===== src/wrhp_pkg.sv =====
// Shared types and constants for the WAV RIFF header parser.
package wrhp_pkg;

    localparam logic [1:0] ST_OK = 2'd0;
    localparam logic [1:0] ST_FMT_ERR = 2'd1;
    localparam logic [1:0] ST_BAD_WIDTH = 2'd2;

    localparam logic [31:0] TAG_RIFF = 32'h52494646;
    localparam logic [31:0] TAG_WAVE = 32'h57415645;
    localparam logic [31:0] TAG_FMT = 32'h666D7420;
    localparam logic [31:0] TAG_DATA = 32'h64617461;
    localparam logic [31:0] FMT_CORE_BYTES = 32'd16;
    localparam logic [15:0] BITS_8 = 16'd8;
    localparam logic [15:0] BITS_16 = 16'd16;

    localparam int QUEUE_DEPTH = 2;

    typedef struct packed {
        logic [7:0] data_byte;
        logic       end_of_stream;
    } t_in_item;

    typedef struct packed {
        logic [1:0]  status;
        logic [15:0] format_tag;
        logic [15:0] channel_count;
        logic [31:0] sample_rate;
        logic [31:0] byte_rate;
        logic [15:0] frame_align;
        logic [15:0] sample_bits;
        logic [31:0] payload_offset;
        logic [31:0] payload_size;
    } t_out_item;

endpackage


===== src/wrhp_parser.sv =====
// Front part: byte-wise RIFF/WAVE header parser, emits at most one result per byte.
module wrhp_parser (
    input  logic                i_clk,
    input  logic                i_rst_n,
    input  logic                i_valid,
    input  wrhp_pkg::t_in_item  i_item,
    output logic                o_res_valid,
    output wrhp_pkg::t_out_item o_res
);
    import wrhp_pkg::*;

    localparam logic [3:0] PH_RIFF_TAG = 4'd0;
    localparam logic [3:0] PH_RIFF_SIZE = 4'd1;
    localparam logic [3:0] PH_WAVE_TAG = 4'd2;
    localparam logic [3:0] PH_CHUNK_ID = 4'd3;
    localparam logic [3:0] PH_CHUNK_SIZE = 4'd4;
    localparam logic [3:0] PH_FMT_BODY = 4'd5;
    localparam logic [3:0] PH_SKIP_BODY = 4'd6;
    localparam logic [3:0] PH_PAD = 4'd7;
    localparam logic [3:0] PH_HOLD = 4'd8;

    logic [3:0]   r_phase, n_phase;
    logic [1:0]   r_idx, n_idx;
    logic [31:0]  r_tag, n_tag;
    logic [31:0]  r_size, n_size;
    logic [31:0]  r_skip, n_skip;
    logic [31:0]  r_off, n_off;
    logic [127:0] r_fmt, n_fmt;
    logic         r_found_fmt, n_found_fmt;
    logic         r_found_pay, n_found_pay;
    logic [63:0]  r_pay, n_pay;
    logic         r_done, n_done;

    logic [7:0]  b;
    logic [31:0] pos;
    logic [15:0] bits;
    logic        emit_hdr, emit_err;

    always_comb begin
        b = i_item.data_byte;
        n_phase = r_phase;
        n_idx = r_idx;
        n_tag = r_tag;
        n_size = r_size;
        n_skip = r_skip;
        n_off = r_off + 32'd1;
        n_fmt = r_fmt;
        n_found_fmt = r_found_fmt;
        n_found_pay = r_found_pay;
        n_pay = r_pay;
        n_done = r_done;
        emit_hdr = 1'b0;
        emit_err = 1'b0;
        pos = r_size - r_skip;
        case (r_phase)
            PH_RIFF_TAG, PH_WAVE_TAG, PH_CHUNK_ID: begin
                n_tag = {r_tag[23:0], b};
                n_idx = r_idx + 2'd1;
                if (n_idx == 2'd0) begin
                    if (r_phase == PH_RIFF_TAG) begin
                        if (n_tag == TAG_RIFF) n_phase = PH_RIFF_SIZE;
                        else emit_err = 1'b1;
                    end else if (r_phase == PH_WAVE_TAG) begin
                        if (n_tag == TAG_WAVE) n_phase = PH_CHUNK_ID;
                        else emit_err = 1'b1;
                    end else begin
                        n_phase = PH_CHUNK_SIZE;
                    end
                end
            end
            PH_RIFF_SIZE: begin
                n_idx = r_idx + 2'd1;
                if (n_idx == 2'd0) n_phase = PH_WAVE_TAG;
            end
            PH_CHUNK_SIZE: begin
                n_size = {b, r_size[31:8]};
                n_idx = r_idx + 2'd1;
                if (n_idx == 2'd0) begin
                    if (!r_found_fmt && r_tag == TAG_FMT) begin
                        if (n_size < FMT_CORE_BYTES) begin
                            emit_err = 1'b1;
                        end else begin
                            n_skip = n_size;
                            n_phase = PH_FMT_BODY;
                        end
                    end else begin
                        if (!r_found_pay && r_tag == TAG_DATA) begin
                            n_pay = {n_size, r_off + 32'd1};
                            n_found_pay = 1'b1;
                            if (r_found_fmt) emit_hdr = 1'b1;
                        end
                        if (!emit_hdr) begin
                            n_skip = n_size;
                            if (n_size == 32'd0)
                                n_phase = n_size[0] ? PH_PAD : PH_CHUNK_ID;
                            else
                                n_phase = PH_SKIP_BODY;
                        end
                    end
                end
            end
            PH_FMT_BODY: begin
                if (pos < FMT_CORE_BYTES) n_fmt[pos[3:0]*8 +: 8] = b;
                n_skip = r_skip - 32'd1;
                if (n_skip == 32'd0) begin
                    n_found_fmt = 1'b1;
                    if (r_found_pay) emit_hdr = 1'b1;
                    else n_phase = r_size[0] ? PH_PAD : PH_CHUNK_ID;
                end
            end
            PH_SKIP_BODY: begin
                n_skip = r_skip - 32'd1;
                if (n_skip == 32'd0) n_phase = r_size[0] ? PH_PAD : PH_CHUNK_ID;
            end
            PH_PAD: n_phase = PH_CHUNK_ID;
            default: ;
        endcase
        if (emit_hdr || emit_err) begin
            n_phase = PH_HOLD;
            n_done = 1'b1;
        end
        if (i_item.end_of_stream && !emit_hdr && !r_done) emit_err = 1'b1;
    end

    assign bits = n_fmt[127:112];

    always_comb begin
        o_res = '0;
        o_res_valid = i_valid && (emit_hdr || emit_err);
        if (emit_err) begin
            o_res.status = ST_FMT_ERR;
        end else begin
            o_res.status = (bits == BITS_8 || bits == BITS_16) ? ST_OK : ST_BAD_WIDTH;
            o_res.format_tag = n_fmt[15:0];
            o_res.channel_count = n_fmt[31:16];
            o_res.sample_rate = n_fmt[63:32];
            o_res.byte_rate = n_fmt[95:64];
            o_res.frame_align = n_fmt[111:96];
            o_res.sample_bits = bits;
            o_res.payload_offset = n_pay[31:0];
            o_res.payload_size = n_pay[63:32];
        end
    end

    always_ff @(posedge i_clk) begin
        if (!i_rst_n || (i_valid && i_item.end_of_stream)) begin
            r_phase <= PH_RIFF_TAG;
            r_idx <= '0;
            r_tag <= '0;
            r_size <= '0;
            r_skip <= '0;
            r_off <= '0;
            r_fmt <= '0;
            r_found_fmt <= 1'b0;
            r_found_pay <= 1'b0;
            r_pay <= '0;
            r_done <= 1'b0;
        end else if (i_valid) begin
            r_phase <= n_phase;
            r_idx <= n_idx;
            r_tag <= n_tag;
            r_size <= n_size;
            r_skip <= n_skip;
            r_off <= n_off;
            r_fmt <= n_fmt;
            r_found_fmt <= n_found_fmt;
            r_found_pay <= n_found_pay;
            r_pay <= n_pay;
            r_done <= n_done;
        end
    end

`ifndef SYNTH
    a_hold_done: assert property (@(posedge i_clk) disable iff (!i_rst_n)
        (r_phase == PH_HOLD) |-> r_done) else $error("hold without done");
    a_done_no_hdr: assert property (@(posedge i_clk) disable iff (!i_rst_n)
        r_done |-> !emit_hdr) else $error("second header");
    a_err_fields: assert property (@(posedge i_clk) disable iff (!i_rst_n)
        (o_res_valid && o_res.status == ST_FMT_ERR) |-> (o_res.payload_size == 32'd0))
        else $error("error result carries fields");
`endif
endmodule


===== src/wrhp_queue.sv =====
// Back part: small result queue decoupling the parser from the output handshake.
module wrhp_queue #(
    parameter int DEPTH = wrhp_pkg::QUEUE_DEPTH
) (
    input  logic                i_clk,
    input  logic                i_rst_n,
    input  logic                i_push,
    input  wrhp_pkg::t_out_item i_data,
    output logic                o_full,
    output logic                o_valid,
    input  logic                i_ready,
    output wrhp_pkg::t_out_item o_data
);
    import wrhp_pkg::*;

    localparam int AW = (DEPTH > 1) ? $clog2(DEPTH) : 1;

    t_out_item      r_mem [DEPTH];
    logic [AW-1:0]  r_wp, r_rp;
    logic [AW:0]    r_cnt;
    logic           pop;

    assign pop = o_valid && i_ready;
    assign o_valid = r_cnt != '0;
    assign o_full = r_cnt == (AW+1)'(DEPTH);
    assign o_data = r_mem[r_rp];

    always_ff @(posedge i_clk) begin
        if (i_push) r_mem[r_wp] <= i_data;
    end

    always_ff @(posedge i_clk) begin
        if (!i_rst_n) begin
            r_wp <= '0;
            r_rp <= '0;
            r_cnt <= '0;
        end else begin
            if (i_push) r_wp <= (r_wp == AW'(DEPTH-1)) ? '0 : r_wp + 1'b1;
            if (pop) r_rp <= (r_rp == AW'(DEPTH-1)) ? '0 : r_rp + 1'b1;
            r_cnt <= r_cnt + (AW+1)'(i_push) - (AW+1)'(pop);
        end
    end

`ifndef SYNTH
    a_no_overflow: assert property (@(posedge i_clk) disable iff (!i_rst_n)
        o_full |-> !i_push || pop) else $error("queue overflow");
    a_cnt_range: assert property (@(posedge i_clk) disable iff (!i_rst_n)
        r_cnt <= (AW+1)'(DEPTH)) else $error("count out of range");
    a_pop_valid: assert property (@(posedge i_clk) disable iff (!i_rst_n)
        (pop && !i_push) |=> r_cnt == $past(r_cnt) - 1'b1) else $error("pop lost");
`endif
endmodule


===== src/wav_riff_header_parser.sv =====
// Top level of the WAV RIFF header parser.
//  channel | valid    | ready    | payload
//  input   | i_valid  | o_ready  | i_item  (byte, end of stream)
//  output  | o_valid  | i_ready  | o_item  (status and header fields)
// One byte per cycle while the queue is not full; each byte is parsed in the cycle it is accepted.
// A result is registered into a DEPTH-entry queue (two by default) and offered in order from its head.
// Input stalls whenever the queue is full, even if it drains in that cycle.
// Synchronous active-low reset; end_of_stream rearms the parser.
module wav_riff_header_parser #(
    parameter int DEPTH = wrhp_pkg::QUEUE_DEPTH
) (
    input  logic                i_clk,
    input  logic                i_rst_n,
    input  logic                i_valid,
    output logic                o_ready,
    input  wrhp_pkg::t_in_item  i_item,
    output logic                o_valid,
    input  logic                i_ready,
    output wrhp_pkg::t_out_item o_item
);
    import wrhp_pkg::*;

    logic      acc, res_valid, full;
    t_out_item res;

    assign o_ready = !full;
    assign acc = i_valid && o_ready;

    wrhp_parser u_parser (
        .i_clk(i_clk), .i_rst_n(i_rst_n), .i_valid(acc), .i_item(i_item),
        .o_res_valid(res_valid), .o_res(res)
    );

    wrhp_queue #(.DEPTH(DEPTH)) u_queue (
        .i_clk(i_clk), .i_rst_n(i_rst_n), .i_push(res_valid), .i_data(res),
        .o_full(full), .o_valid(o_valid), .i_ready(i_ready), .o_data(o_item)
    );
endmodule


===== config.mk =====
export PLATFORM = sky130hd
export DESIGN_NAME = wav_riff_header_parser
export DESIGN_NICKNAME = d
export VERILOG_FILES = /design/src/wrhp_pkg.sv /design/src/wrhp_parser.sv /design/src/wrhp_queue.sv /design/src/wav_riff_header_parser.sv
export SDC_FILE = /design/constraint.sdc
export NUM_CORES = 1
export LEC_CHECK = 0
export BUFFER_PORTS_ARGS = -buffer_cell sky130_fd_sc_hd__buf_4
export CAP_MARGIN = 20
export CORE_MARGIN = 5
export CORE_UTILIZATION = 40
export DETAILED_ROUTE_END_ITERATION = 8
export MAX_ROUTING_LAYER = met4
export PLACE_DENSITY = 0.65
export SETUP_SLACK_MARGIN = 0.3
export SLEW_MARGIN = 20
export SYNTH_ARGS = -nofsm -noshare
export SYNTH_HDL_FRONTEND = slang
export SYNTH_SLANG_ARGS = --single-unit

===== constraint.sdc =====
create_clock -name i_clk -period 11.3 [get_ports i_clk]
set_clock_uncertainty 0.1 [all_clocks]
set_input_delay 2.26 -clock i_clk [delete_from_list [all_inputs] [get_ports i_clk]]
set_output_delay 2.26 -clock i_clk [all_outputs]
set_load 0.005 [all_outputs]

==> out/results.ini <==
[global_routing]
grt_pass1_vias = 23710
grt_max_degree = 179
antenna_found_initial = 2
grt_pass1_wl_um = 141300
grt-ovfl-total = 0
grt_use_total = 0.1965

[placement]
hpwl_um = 60650
place_ws_ns = 4.007
routabilityCongestion = 0.9387
portBuffers = 208

[clock_tree]
clkTransAtPathRegs_ns = 0.06
cts_buffer_depth = 3
clock-sinks = 722
h-tree-depth = 3
cts_made_buffers = 79
ctsHoldBuffers = 0
cts_resized = 0
cts_tree = done
clk_latency_ns = 0.63
cts_setup_buffers = 0
root_buffer = clkbuf_16

[timing]
min_period_over_period = 0.5905
fmax_mhz = 149.9
rsz0062_at_grt = false
period_minus_slack_ns = 6.672
maxSlewHeadroom = 0.2319
worstMarginPinSlew_ns = 1.152
fin_ws_ns = 4.628
setup_viol = 0
hold_violations = 0
drv_slew = 0
final.setup.tns_ns = 0

[routing]
viasPerCell = 5.367
antenna_left = 0
wire_per_inst_um = 20.08
initialDrtViolationCount = 1924
num_vias = 24670
post-route-drc-count = 0
wl_um = 92320
drt_pass1_iterations = 6

[setup_path]
crit_path_start_kind = primary input
regToRegSetupSlack_ns = 5.24
crit_chain = buf_4 > nor4_1 > nand4_1 > nor4_1 > o2bb2ai_1 > and2_1 > a21oi_1 > a21bo_1 > o21a_2 > and2b_4 > buf_4 > buf_4
path_delay_family = simple AND/OR/NAND/NOR gates
timing.rr.start = u_parser.r_skip[1]
cp.arrival_ns = 6.80
crit_path_frequent_cell = buf_4
path_max_fanout = 64
cp.depth = 12
worstSetupEndpointType = flop
reg2reg_depth = 13
timing.rr.end = u_queue.r_mem[0][137]
cp.required_ns = 11.43
crit_path_end = u_queue.r_mem[0][137]
critPathMaxStageDelay_ns = 0.80
worstSetupPathType = in2reg
worst_setup_path_startpoint = i_item[8]
crit_slowest_cell = buf_4
worst-path-buf-inv = 3

[logic_synthesis]
synth_top_area_cell = edfxtp_1
syn_inst = 3283
synth_top_area_share = 0.3362
syn-num-nets = 3339
yosys_warnings = 0
synth-seq-cells = 722
synth.distinct_cells = 89
async_flop_share = 0
syn_area_per_cell_um2 = 10.56
synth_flop_cell = edfxtp_1
yosys-top-cells-area = edfxtp_1 (34%), dfxtp_1 (19%), mux2i_1 (7.5%)
yosysSeqAreaShare = 0.5291
netlist_area_mm2 = 0.03466
synth-edff-count = 388

[floorplan]
die_h_um = 304.4
floorplan.initialDensity = 0.4014
die-area_mm2 = 0.09264
die_w_um = 304.4
io_pins = 209
coreArea_mm2 = 0.08635
placementRows = 108

[layout]
layout_commonest_cell = nor2_1
drive_gt1_frac = 0.2001
fillCellCount = 7948
final_cell_mix = nor2_1 (399), nand2_1 (396), edfxtp_1 (388), dfxtp_1 (333), mux2i_1 (260)
syn2layout_area_growth_pct = 14.53
nets = 3429

[pwr]
powerDensity_mw_per_mm2 = 160.6
p_leak_nw = 12.88
vdd_drop_max_mv = 0.1427

[job]
maxCapViolCount = 0

[run_status]
status = finished clean

[hold_path]
hold_class = reg2reg

[where the power goes]
group	internal, mW	total [mW]	switching [mW]
sequential	2.86	2.89	0.0337
combinational	0.433	0.921	0.488
clock	1.50	2.56	1.06
total	4.79	6.37	1.58
[cells in the mapped netlist, types with 55 or more instances]
library cell / number
dfxtp_1: 334
a21oi_1: 237
nand2_1: 398
a211oi_1: 65
edfxtp_1: 388
nor2_1: 400
nand3_1: 55
mux2i_1: 260
clkbuf_1: 163
inv_1: 58
o21ai_0: 63
mux2_2: 195
[sequential cells by signal (all words and copies together), names as in the netlist, 4 cells and up, named ones only]
register and flops:
u_parser.r_fmt 128, u_parser.r_off 32, u_parser.r_pay 64, u_parser.r_phase 4, u_parser.r_size 32, u_parser.r_skip 32, u_parser.r_tag 32, u_queue.r_mem 388
[cell families after synthesis]
| logic type | count (synthesis) | share of synthesized area |
|---|---|---|
| DFF | 722 | 0.5291 |
| AOI/OAI and AO/OA | 486 | 0.08725 |
| adders and majority gates | 43 | 0.01574 |
| xor gates and xnor gates | 81 | 0.02047 |
| buffers and inverters | 287 | 0.03383 |
| and+or+nand+nor | 1209 | 0.1752 |
| muxes | 455 | 0.1384 |
[worst min-delay path by stage]
stage,end,startpoint,cells after the start
after floorplan,u_parser.r_tag[30],u_parser.r_tag[30],2
after global placement,u_parser.r_tag[26],u_parser.r_tag[26],2
after detailed placement,u_parser.r_tag[26],u_parser.r_tag[26],2
after CTS,u_parser.r_tag[26],u_parser.r_tag[26],2
after global routing,u_parser.r_pay[44],u_parser.r_pay[44],2
final,u_parser.r_pay[44],u_parser.r_pay[44],2
[routing by layer]
layer,vias up,part of all wire,GRT usage
met1,11970,0.43,0.2556
met4,0,0.026,0.05590
met2,680,0.48,0.3158
met3,137,0.066,0.03814
li1,11890,-,-
met5,-,0,-
[worst register-to-register path, cell delays in order, from the launching register on]
cell and delay [ns]:
dfxtp_1 0.37, inv_1 0.13, ha_1 0.29, or4b_2 0.76, nor3_1 0.35, and4_1 0.33
nand3_1 0.10, o211a_1 0.20, nor4_4 0.40, a21bo_1 0.27, o21a_2 0.21, and2b_4 0.75
buf_4 0.62, buf_4 0.80
[through the flow]
stage	instances	area (um2)	total power [mW]	util	hold WS [ns]
floorplan	3283	34660	3.429	-	0.3312
global placement	4447	37050	3.883	0.4291	0.3416
detailed placement	4447	37060	3.885	0.4292	0.3456
CTS	4594	39680	6.452	0.4595	0.3540
global route	4596	39690	6.621	0.4597	0.3689
finish	4597	39700	6.374	0.4597	0.3565
[layout make-up]
class                      count  area, um2  share of cell area
antenna                        3      7.507           0.0001891
multi-input combinational   2274      15240              0.3840
clock inverter                38      361.6            0.009109
clock buffer                 109       2253             0.05677
tap                         1155       1445             0.03641
timing repair buffer         238       1824             0.04596
inverter                      58      217.7            0.005484
sequential                   722      18340              0.4620
No activity file was read; power rests on OpenSTA's default activity.
